$ cat config.mk
export PLATFORM = sky130hd
export DESIGN_NAME = bf5_window_sum
export DESIGN_NICKNAME = d
export VERILOG_FILES = /design/src/bf5_pkg.sv /design/src/bf5_window_sum.sv
export SDC_FILE = /design/constraint.sdc
export NUM_CORES = 1
export LEC_CHECK = 0
export ABC_AREA = 1
export BUFFER_PORTS_ARGS = -buffer_cell sky130_fd_sc_hd__buf_2
export CORE_MARGIN = 5
export CORE_UTILIZATION = 60
export DETAILED_ROUTE_END_ITERATION = 12
export PLACE_DENSITY = 0.81
export SYNTH_ARGS = -nofsm -noshare
export SYNTH_HDL_FRONTEND = slang
export SYNTH_SLANG_ARGS = --single-unit
$ cat constraint.sdc
create_clock -name clk -period 5.7 [get_ports clk]
set_input_delay 0.57 -clock clk [delete_from_list [all_inputs] [get_ports clk]]
set_output_delay 0.57 -clock clk [all_outputs]
set_load 0.01 [all_outputs]
$ cat src/bf5_pkg.sv
package bf5_pkg;

    localparam int MAX_WIDTH   = 2048;
    localparam int MAX_HEIGHT  = 4096;
    localparam int WIN         = 5;
    localparam int LINES       = WIN - 1;
    localparam int HALF        = WIN / 2;
    localparam int PIX_W       = 8;
    localparam int ADDR_W      = $clog2(MAX_WIDTH);
    localparam int COL_W       = ADDR_W;
    localparam int ROW_W       = $clog2(MAX_HEIGHT);
    localparam int WIDTH_W     = 12;
    localparam int HEIGHT_W    = 13;
    localparam int CFG_DATA_W  = 13;
    localparam int COLSUM_W    = 11;
    localparam int WINSUM_W    = 13;
    localparam int LINE_DATA_W = LINES * PIX_W;

    // floor(s / 25) == (s * 5243) >> 17 for every s up to 25 * 255
    localparam int RECIP       = 5243;
    localparam int RECIP_W     = 13;
    localparam int RECIP_SHIFT = 17;
    localparam int PROD_W      = WINSUM_W + RECIP_W;

    localparam logic [WIDTH_W-1:0]  WIDTH_RESET  = 12'd640;
    localparam logic [HEIGHT_W-1:0] HEIGHT_RESET = 13'd480;

    localparam logic [0:0] CFG_IMAGE_WIDTH  = 1'b0;
    localparam logic [0:0] CFG_IMAGE_HEIGHT = 1'b1;

    typedef struct packed {
        logic             valid;
        logic             emit;
        logic             last;
        logic [COL_W-1:0] cx;
        logic [ROW_W-1:0] cy;
    } tag_t;

    typedef logic [WIN-1:0][PIX_W-1:0] column_t;

endpackage

$ cat src/bf5_window_sum.sv
module bf5_window_sum
    import bf5_pkg::*;
(
    input  logic               clk,
    input  logic               rst_n,
    input  logic               adv,
    input  tag_t               col_tag,
    input  column_t            col_pixels,
    output tag_t               res_tag,
    output logic [PIX_W-1:0]   res_mean
);

    logic [COLSUM_W-1:0] colsum;
    logic [COLSUM_W-1:0] cs_reg [WIN];
    logic [WINSUM_W-1:0] winsum;
    tag_t                t2_reg;
    tag_t                t3_reg;
    tag_t                t4_reg;
    logic [WINSUM_W-1:0] sum_reg;
    logic [PROD_W-1:0]   prod;
    logic [PIX_W-1:0]    mean_reg;

    always_comb
    begin
        colsum = '0;
        for (int r = 0; r < WIN; r++)
        begin
            colsum = colsum + COLSUM_W'(col_pixels[r]);
        end
    end

    always_comb
    begin
        winsum = '0;
        for (int c = 0; c < WIN; c++)
        begin
            winsum = winsum + WINSUM_W'(cs_reg[c]);
        end
    end

    assign prod = PROD_W'(sum_reg) * PROD_W'(RECIP);

    // window kept as column sums, oldest column at index 0
    always_ff @(posedge clk or negedge rst_n)
    begin
        if (!rst_n)
        begin
            for (int c = 0; c < WIN; c++)
            begin
                cs_reg[c] <= '0;
            end
        end
        else if (adv && col_tag.valid)
        begin
            for (int c = 0; c < WIN - 1; c++)
            begin
                cs_reg[c] <= cs_reg[c+1];
            end
            cs_reg[WIN-1] <= colsum;
        end
    end

    always_ff @(posedge clk or negedge rst_n)
    begin
        if (!rst_n)
        begin
            t2_reg <= '0;
            t3_reg <= '0;
            t4_reg <= '0;
        end
        else if (adv)
        begin
            t2_reg <= col_tag;
            t3_reg <= t2_reg;
            t4_reg <= t3_reg;
        end
    end

    always_ff @(posedge clk)
    begin
        if (adv)
        begin
            sum_reg  <= winsum;
            mean_reg <= prod[RECIP_SHIFT +: PIX_W];
        end
    end

    assign res_tag  = t4_reg;
    assign res_mean = mean_reg;

endmodule

After elaboration in Yosys (flattened, before gate mapping)
Index checks and enable logic that the tools add are counted. W data, S select, Z words.

Register bits after elaboration: 154. Bits of input ports: 69. Output and inout bits: 34. Logic and storage cells: 32.

Add/subtract/negate cells: 8. Multiply operators: 1. Reduce and logical (&&, ||, !) cells: 1.

Operators with widths (count): $add A13 B11 Y13 (2); $mul A13 B13 Y25 const B (1); $add A12 B11 Y13 (1); $add A11 B11 Y12 (1); $add A10 B8 Y11 (1); $add A11 B8 Y11 (1); $add A9 B8 Y10 (1); $add A8 B8 Y9 (1); $logic_and A1 B1 Y1 (1).

Logic depth before layout (Yosys ltp)
Gate-level depths: netlist of run 1.

Word-level depth: 4. Depth in mapped cells: 22.

Least setup slack after synthesis of run 1
Ideal clock, no wire load.

Kind: flip-flop to flip-flop. Start: register sum_reg[10]. End: register mean_reg[5], in the netlist res_mean[5], data pin. Arrival: 3.965 ns. Required time: 5.447 ns. Slack: 1.482 ns. Cell stages (with the launch flop): 19. Period minus slack after synthesis: 4.218 ns. Cells stage by stage: edfxtp_1 -> fa_1 -> ha_1 -> inv_1 -> fa_1 -> inv_1 -> fa_1 -> inv_1 -> fa_1 -> inv_1 -> ha_1 -> nand2_1 -> nor2_4 -> nand2_2 -> nor2_2 -> nand2_1 -> and2_4 -> nand4_1 -> nand2_1.

Word-level cells in the longest chain between the ends: 1.

RTL lines: start, declared (RTL line bf5_window_sum.sv:19) `logic [WINSUM_W-1:0] sum_reg;`; start signal, assigned (RTL line bf5_window_sum.sv:83) `sum_reg <= winsum;`; $mul A13 B13 Y25 (RTL line bf5_window_sum.sv:41) `assign prod = PROD_W'(sum_reg) * PROD_W'(RECIP);`; net prod[22] (RTL line bf5_window_sum.sv:20) `logic [PROD_W-1:0] prod;`; end signal, assigned (RTL line bf5_window_sum.sv:84) `mean_reg <= prod[RECIP_SHIFT +: PIX_W];`; end, declared (RTL line bf5_window_sum.sv:21) `logic [PIX_W-1:0] mean_reg;`.

The timed path passes the listed nets, and every way through them passes these cells. A chain may end at the register's enable or synchronous reset.

Worst setup path after layout of run 1
Ends and elaborated chain as after synthesis.

==> results.sh, run 1 <==
export IMPL_status="finished clean"
export IMPL_synth_top_family_by_area="adder cells"
export IMPL_grt_use_total=0.214
export IMPL_end_kind="flip-flop"
export IMPL_synthXorXnorAreaFrac=0.0144
export IMPL_crit_arrival_ns=4.67
export IMPL_synth_fa_ha_area_frac=0.334
export IMPL_crit_path_max_fanout=7
export IMPL_worst_r2r_setup_slack_ns=1.22
export IMPL_layout_min_cycle_time_ns=4.48
export IMPL_ctsHoldBuffers=0
export IMPL_finClkSkew_ns=0.0139
export IMPL_max_clock_freq_mhz=223
export IMPL_cts_tree="built"
export IMPL_path_clk_slew_ns=0.08
export IMPL_yosysUniqueCellTypes=29
export IMPL_finalHoldViolCount=0
export IMPL_finalCritPeriodShare=0.785
export IMPL_synth_area_sq_um=10900
export IMPL_criticalPathCategory="flip-flop to flip-flop"
export IMPL_synth_compound_area_frac=0.0693
export IMPL_cts_buffers=17
export IMPL_synth_simple_area_share=0.122
export IMPL_synth_top_area_cell="dfrtp_1"
export IMPL_dpl_hpwl_microns=15900
export IMPL_start_util=0.609
export IMPL_syn_area_per_cell_sq_um=9.89
export IMPL_cts_max_level=4
export IMPL_first_pass_iters=4
export IMPL_dieHeight_microns=145
export IMPL_cts_resized=0
export IMPL_grt_pass1_wl_microns=37700
export IMPL_slowest_delay_ns=0.57
export IMPL_route_antenna_remaining_nets=0
export IMPL_cpMaxStageDelayCell="edfxtp_1"
export IMPL_routed_wl_microns=21200
export IMPL_syn2layout_area_growth_pct=12.2
export IMPL_dieWidth_microns=145
export IMPL_drv_cap=0
export IMPL_overflow=0
export IMPL_largest_reg_flops=55
export IMPL_row_count=49
export IMPL_first_global_vias=8265
export IMPL_antenna_cells=0
export IMPL_vias=7577
export IMPL_synthCells=1107
export IMPL_viasPerCell=5.23
export IMPL_slew_viol_final=0
export IMPL_synth_mux_area_frac=0.0267
export IMPL_syn_nets=1402
export IMPL_crit_chain="fa_1, ha_1, inv_1, fa_1, inv_1, fa_1, inv_1, fa_1, inv_1, ha_1, a21oi_1, o21ai_0, a21oi_1, nand3_2, nand2_1, nand2_1"
export IMPL_grt_max_degree=106
export IMPL_synth_top_area_share=0.304
export IMPL_startpoint_type="flip-flop"
export IMPL_rsz0062_at_grt="false"
export IMPL_yosysWarnings=0
export IMPL_cts_sinks=154
export IMPL_ys_ff_latch=154
export IMPL_ys_seq_area_frac=0.362
export IMPL_hold_path_class="primary input to async pin"
export IMPL_relSlewSlack=0.348
export IMPL_stdcell_area_sq_um=12300
export IMPL_clk_path_buf_depth=2
export IMPL_drc_errors=0
export IMPL_die_area_sq_um=21000
export IMPL_cp_required_ns=5.90
export IMPL_post_cts_buffers=0
export IMPL_wire_per_inst_microns=14.6
export IMPL_antenna_found_initial=0
export IMPL_drive_gt1_frac=0.143
export IMPL_drt_iter0_drc=441
export IMPL_totalNegativeSetupSlack_ns=0
export IMPL_port_buffers=102
export IMPL_worstMarginPinSlew_ns=0.977
export IMPL_io_pins=103
export IMPL_synthTopCellsByArea="dfrtp_1, fa_1, ha_1"
export IMPL_clk_latency_ns=0.44
export IMPL_fin_nets=1502
export IMPL_cts_root_buf="clkbuf_16"
export IMPL_placed_cell_area_sq_um=11700
export IMPL_place_congestion=0.914
export IMPL_core_region_area_sq_um=18000
export IMPL_setup_viol=0
stage by stage:
| step | utilization | std cells | setup slack [ns] | hold WS (ns) |
|---|---|---|---|---|
| after detailed placement | 0.650 | 1417 | 1.26 | 0.479 |
| after floorplan | - | 1107 | 1.48 | 0.274 |
| after global placement | 0.650 | 1417 | 1.31 | 0.476 |
| final | 0.684 | 1449 | 1.22 | 0.153 |
| after global routing | 0.684 | 1449 | 0.959 | 0.208 |
| after CTS | 0.684 | 1449 | 1.23 | 0.182 |
cell families (layout without fill, tap and decap cells):
logic type | count (synthesis) | in the layout
compound gates | 147 | 147
xor+xnor | 18 | 18
fa+ha+maj | 226 | 226
buf+inv | 207 | 320
flops | 154 | 154
mux | 26 | 26
simple gates | 329 | 329
synth_stat cells:
cell type	number
a21o_1	3
a21oi_1	66
and2_4	1
buf_1	3
buf_2	8
clkbuf_1	14
dfrtp_1	133
edfxtp_1	21
fa_1	111
ha_1	115
inv_1	182
mux2_2	26
nand2_1	222
nand2_2	3
nand2b_1	1
nand3_1	30
nand3_2	2
nand3b_1	2
nand4_1	3
nor2_1	59
nor2_2	2
nor2_4	1
nor3_1	2
o21a_1	3
o21ai_0	72
o21bai_1	3
or2_2	1
xnor2_1	9
xor2_1	9
layer usage:
metal	up-vias	GRT usage	share of wire	wire length [microns]
met5	-	0	0	0
met4	0	0.0644	0.020	414
met3	32	0.0393	0.031	652
met2	121	0.373	0.51	10900
met1	3711	0.274	0.44	9270
li1	3713	-	-	-
area by class of cell:
cell class	count	area, sq um
multi-input cells	746	6200
fillers	1335	5680
flip-flops and latches	154	3960
inverters	182	683
repair buffers	106	549
clock buffers	18	439
well taps	229	287
clock inverters	14	166
layout by cell type, fill, tap and decap left out, types with 4 or more instances in the layout:
master     synthesis  final
o21ai_0           72     72
edfxtp_1          21     21
nand3_1           30     30
inv_1            182    182
buf_2              8    100
nand2_1          222    221
nand2_2            3      4
inv_8              0      6
ha_1             115    115
dfrtp_1          133    133
buf_4              0      5
clkbuf_16          0     17
nor2_1            59     59
a21oi_1           66     66
fa_1             111    111
mux2_2            26     26
xor2_1             9      9
xnor2_1            9      9
worst paths after layout:
kind | cells past startpoint | to | from
worst max-delay path | 16 | res_mean[5]$_DFFE_PP_ | sum_reg[10]$_DFFE_PP_
worst max register to register | 16 | res_mean[5]$_DFFE_PP_ | sum_reg[10]$_DFFE_PP_
max in group asynchronous | 2 | cs_reg[44]$_DFFE_PN0P_ | rst_n
worst min-delay path | 1 | t2_reg[3]$_DFFE_PN0P_ | rst_n
worst min register to register | 2 | cs_reg[44]$_DFFE_PN0P_ | cs_reg[44]$_DFFE_PN0P_
min in group clk | 3 | t2_reg[13]$_DFFE_PN0P_ | col_tag[13]
worst max-delay path, delay by kind of cell (launching register included):
family	cells	cell delay, ns
adders and majority gates	6	2.65
AOI/OAI and AO/OA	3	0.62
buffers and inverters	4	0.20
and+or+nand+nor	3	0.20
DFF	1	0.57
Power of run 1 is left out: the tool's default activity adds up to more than one toggle a clock period on the data nets, which glitch-free logic cannot reach.
==> run 2: changes to the inputs <==
Settings changed: ABC_AREA 1 to 0.
Clock period 5.7 ns to 4.55 ns, I/O delays scaled along.
==> results.sh, run 2 <==
export IMPL_setup_ws_ns=-0.210
export IMPL_cp_required_ns=4.71
export IMPL_vias=6409
export IMPL_status="finished with violations"
export IMPL_first_pass_iters=4
export IMPL_place_congestion=0.869
export IMPL_start_util=0.611
export IMPL_cts_sinks=154
export IMPL_crit_arrival_ns=4.92
export IMPL_clk_latency_ns=0.43
export IMPL_end_kind="flip-flop"
export IMPL_finalHoldViolCount=0
export IMPL_synth_area_sq_um=10600
export IMPL_dieHeight_microns=143
export IMPL_synthTopCellsByArea="dfrtp_1, fa_1, ha_1"
export IMPL_routed_wl_microns=19300
export IMPL_crit_path_max_fanout=4
export IMPL_antenna_found_initial=0
export IMPL_fin_nets=1262
export IMPL_stdcell_count=1205
export IMPL_synth_flop_cell="dfrtp_1"
export IMPL_synth_common_cells="dfrtp_1, inv_1, mux2_2"
export IMPL_dieWidth_microns=143
export IMPL_io_pins=103
export IMPL_drive_gt1_frac=0.362
export IMPL_port_buffers=102
export IMPL_hold_path_class="primary input to flip-flop"
export IMPL_die_area_sq_um=20400
export IMPL_dpl_cell_count=1155
export IMPL_relSlewSlack=0.409
export IMPL_synthCells=802
export IMPL_placed_cell_area_sq_um=11700
export IMPL_viasPerCell=5.32
export IMPL_syn2layout_area_growth_pct=18.9
export IMPL_synth_top_area_cell="dfrtp_1"
export IMPL_syn_area_per_cell_sq_um=13.2
export IMPL_layout_min_cycle_time_ns=4.76
export IMPL_drv_cap=0
export IMPL_grt_pass1_wl_microns=31800
export IMPL_worstMarginPinSlew_ns=0.883
export IMPL_path_clk_slew_ns=0.08
export IMPL_final_cell_mix="dfrtp_1, mux2_2, inv_1"
export IMPL_synth_most_common_cell="dfrtp_1"
export IMPL_ys_ff_latch=154
export IMPL_cts_tree="built"
export IMPL_startpoint_type="flip-flop"
export IMPL_ys_seq_area_frac=0.375
export IMPL_route_antenna_remaining_nets=0
export IMPL_yosysWarnings=0
export IMPL_fill_cells=1108
export IMPL_rsz0062_at_grt="true"
export IMPL_stdcell_area_sq_um=12600
export IMPL_core_region_area_sq_um=17300
export IMPL_wire_per_inst_microns=16.1
export IMPL_yosysUniqueCellTypes=51
export IMPL_synth_top_area_share=0.315
export IMPL_cts_buffers=17
export IMPL_syn_nets=1097
export IMPL_cts_max_level=4
export IMPL_grt_use_total=0.195
export IMPL_grt_max_degree=65
export IMPL_criticalPathCategory="flip-flop to flip-flop"
export IMPL_drt_iter0_drc=242
export IMPL_antenna_cells=0
export IMPL_violations="setup timing"
export IMPL_cts_root_buf="clkbuf_16"
export IMPL_dpl_hpwl_microns=13900
export IMPL_finClkSkew_ns=0.00785
export IMPL_overflow=0
export IMPL_post_place_ws_ns=-0.331
export IMPL_max_clock_freq_mhz=210
export IMPL_setup_viol=7
export IMPL_slew_viol_final=0
export IMPL_first_global_vias=6852
export IMPL_drc_errors=0
export IMPL_row_count=48
export IMPL_synth_edff_count=21
export IMPL_finalCritPeriodShare=1.05
export IMPL_finish_utilization=0.726
export IMPL_largest_reg_flops=55
export IMPL_final_common_cell="dfrtp_1"
export IMPL_clk_path_buf_depth=2
export IMPL_synthArstFlopShare=0.864
run 2: cell count changes in the layout (fill, tap and decap cells not counted), moves of 8 or more:
cell / previous run / this run
a21oi_1: 66 / 13
buf_4: 5 / 53
ha_1: 115 / 102
ha_4: 0 / 8
inv_1: 182 / 118
inv_2: 0 / 9
mux2_2: 26 / 121
nand2_1: 221 / 16
nand3_1: 30 / 4
nor2_1: 59 / 15
o21ai_0: 72 / 10
o21ai_1: 0 / 10
run 2: final cells by class:
type / instances / area [sq um] / area share
inverter: 128 / 483 / 0.0385
clock inverter: 15 / 189 / 0.0151
clock buffer: 17 / 425 / 0.0339
sequential: 154 / 3960 / 0.315
tap: 225 / 282 / 0.0224
multi-input combinational: 504 / 6210 / 0.495
timing repair buffer: 162 / 998 / 0.0796
run 2: kinds of logic after synthesis:
kind of cell | share of synthesized area
compound gates | 0.0450
xor+xnor | 0.0174
simple gates | 0.0323
mux | 0.132
flops | 0.375
buf+inv | 0.0515
fa+ha+maj | 0.347
run 2: worst max-delay path: stages (launching register included):
cell and delay (ns):
edfxtp_1 0.43, buf_4 0.18, fa_1 0.45, ha_1 0.30
inv_2 0.04, fa_1 0.47, inv_1 0.05, fa_1 0.49
inv_2 0.04, fa_1 0.51, inv_2 0.05, ha_4 0.27
and4_4 0.20, o2111ai_1 0.09, a211o_1 0.31, a31oi_4 0.22
o41ai_4 0.12, nand3b_1 0.15, o311ai_2 0.13
run 2: final timing paths:
kind | cells after the start | end | from | slack (ns)
max | 18 | res_mean[7]$_DFFE_PP_ | sum_reg[11]$_DFFE_PP_ | -0.21
min | 2 | t2_reg[24]$_DFFE_PN0P_ | col_tag[24] | 0.24
max reg2reg | 18 | res_mean[7]$_DFFE_PP_ | sum_reg[11]$_DFFE_PP_ | -0.21
min reg2reg | 1 | res_tag[0]$_DFFE_PN0P_ | t3_reg[0]$_DFFE_PN0P_ | 0.50
max in group asynchronous | 3 | cs_reg[47]$_DFFE_PN0P_ | rst_n | 3.05
min in group asynchronous | 2 | t3_reg[22]$_DFFE_PN0P_ | rst_n | 0.50
run 2: routing by layer:
layer  GRT usage  vias up  wire length [microns]
met1       0.261     3245                   8260
met2       0.323      116                   9960
met3      0.0459       33                    744
met5           0        -                      0
met4      0.0555        0                    378
li1            -     3015                      -
run 2: metrics by stage:
stage          TNS (ns)  hold WS (ns)
2_1_floorplan   -0.0386         0.159
3_3_place_gp     -0.310         0.431
3_5_place_dp      -1.05         0.432
4_1_cts          -0.643         0.227
5_1_grt           -2.16         0.229
6_report          -1.06         0.245
run 2: repair_timing:
item                                    4_1_cts  5_1_grt
resized for setup                             7       23
setup buffers                                11        7
endpoints found under the setup margin        6        7
hold endpoints to repair                     35        0
cloned                                        0        0
pin swaps                                    12       11
hold buffers                                  1        0
Power of run 2 is left out for the same reason.
==> run 3: changes to the inputs <==
Settings changed: CORE_ASPECT_RATIO set to 1.75.
==> results.sh, run 3 (synthesized netlist as in run 2, its figures left out) <==
export IMPL_crit_arrival_ns=4.96
export IMPL_antenna_found_initial=0
export IMPL_hold_path_class="primary input to flip-flop"
export IMPL_seq_area_sq_um=3960
export IMPL_multi_input_area_sq_um=6160
export IMPL_antenna_cells=0
export IMPL_grt_max_degree=63
export IMPL_crit_chain="fa_1, ha_1, inv_2, fa_1, inv_1, fa_1, inv_2, fa_1, inv_2, ha_4, and4_4, o2111ai_2, a211o_1, a31oi_4, o41ai_4, buf_4, xnor2_1"
export IMPL_crit_cells=17
export IMPL_setup_viol=7
export IMPL_cts_sinks=154
export IMPL_holdPathStages=2
export IMPL_cts_root_buf="clkbuf_16"
export IMPL_slowest_delay_ns=0.53
export IMPL_cts_buffers=17
export IMPL_final_common_cell="dfrtp_1"
export IMPL_place_congestion=0.865
export IMPL_status="finished with violations"
export IMPL_slew_viol_final=0
export IMPL_r2r_cells=17
export IMPL_viasPerCell=5.30
export IMPL_placed_cell_area_sq_um=11700
export IMPL_overflow=0
export IMPL_startpoint_type="flip-flop"
export IMPL_port_buffers=102
export IMPL_worstMarginPinSlew_ns=0.732
export IMPL_crit_buf_inv=5
export IMPL_drc_errors=0
export IMPL_syn2layout_area_growth_pct=17.0
export IMPL_max_clock_freq_mhz=209
export IMPL_cpMaxStageDelayCell="edfxtp_1"
export IMPL_grt_pass1_wl_microns=33100
export IMPL_cts_tree="built"
export IMPL_path_clk_slew_ns=0.07
export IMPL_drt_iter0_drc=190
export IMPL_finalCritPeriodShare=1.05
export IMPL_clk_latency_ns=0.42
export IMPL_first_global_vias=7163
export IMPL_grt_use_total=0.209
export IMPL_dpl_hpwl_microns=15000
export IMPL_violations="setup timing"
export IMPL_relSlewSlack=0.512
export IMPL_row_count=64
export IMPL_dieHeight_microns=186
export IMPL_routed_wl_microns=19400
export IMPL_drv_cap=0
export IMPL_drive_gt1_frac=0.337
export IMPL_finClkSkew_ns=0.0115
export IMPL_first_pass_iters=4
export IMPL_wire_per_inst_microns=16.2
export IMPL_criticalPathCategory="flip-flop to flip-flop"
export IMPL_io_pins=103
export IMPL_crit_path_max_fanout=6
export IMPL_fin_nets=1245
export IMPL_die_area_sq_um=20500
export IMPL_route_antenna_remaining_nets=0
export IMPL_stdcell_area_sq_um=12400
export IMPL_start_util=0.608
export IMPL_end_kind="flip-flop"
export IMPL_largest_reg_flops=55
export IMPL_vias=6328
export IMPL_final_cell_mix="dfrtp_1, inv_1, mux2_2"
export IMPL_crit_family="adder cells"
export IMPL_dieWidth_microns=110
export IMPL_core_region_area_sq_um=17400
export IMPL_cp_required_ns=4.72
export IMPL_fill_cells=1185
export IMPL_cp_common_cell="fa_1"
export IMPL_layout_min_cycle_time_ns=4.79
export IMPL_setup_ws_ns=-0.242
export IMPL_clk_path_buf_depth=2
export IMPL_finalHoldViolCount=0
export IMPL_rsz0062_at_grt="true"
export IMPL_cts_max_level=4
-- run 3: cell types whose count changed in the layout (fill, tap and decap cells not counted), moves of 3 or more --
cell / previous run / this run
buf_4: 53 / 42
buf_6: 8 / 2
clkinv_2: 0 / 3
clkinv_4: 1 / 4
clkinv_8: 4 / 0
ha_1: 102 / 109
ha_2: 5 / 1
ha_4: 8 / 5
inv_1: 118 / 122
inv_2: 9 / 6
inv_8: 5 / 0
-- run 3: final timing paths --
path / startpoint / endpoint / slack [ns]
setup / recovery: sum_reg[9]$_DFFE_PP_ / res_mean[5]$_DFFE_PP_ / -0.24
hold / removal: col_tag[10] / t2_reg[10]$_DFFE_PN0P_ / 0.27
setup reg to reg: sum_reg[9]$_DFFE_PP_ / res_mean[5]$_DFFE_PP_ / -0.24
hold reg to reg: t3_reg[21]$_DFFE_PN0P_ / t3_reg[21]$_DFFE_PN0P_ / 0.50
max in group asynchronous: rst_n / t3_reg[16]$_DFFE_PN0P_ / 3.07
min in group asynchronous: rst_n / t3_reg[23]$_DFFE_PN0P_ / 0.46
-- run 3: per-layer routing --
layer  share of wire  vias to the layer above  track usage
met5               0                        -            0
met4           0.035                        0       0.0858
met3           0.028                       38       0.0406
met2            0.59                       96        0.394
met1            0.34                     3219        0.222
li1                -                     2975            -
-- run 3: layout make-up --
cell class	instances	area share
clock buffers	20	0.0388
clock inverters	12	0.0109
inverters	128	0.0389
multi-input cells	504	0.499
flip-flops and latches	154	0.320
well taps	231	0.0234
repair buffers	145	0.0687
-- run 3: metrics by stage --
stage	hold slack [ns]	utilization	setup slack (ns)	TNS, ns	instances
after detailed placement	0.361	0.671	-0.263	-0.819	1157
final	0.266	0.711	-0.242	-1.27	1194
after floorplan	0.159	-	-0.0386	-0.0386	802
after global routing	0.256	0.711	-0.357	-2.03	1194
after global placement	0.361	0.671	-0.148	-0.320	1157
after CTS	0.252	0.709	-0.185	-0.744	1193
-- run 3: what timing repair did --
action,CTS,global route
buffers inserted,3,1
hold buffers,1,0
pin swaps,4,3
hold endpoints to repair,22,0
setup endpoints to repair,7,8
gates resized for setup,3,7
Power of run 3 is left out for the same reason.
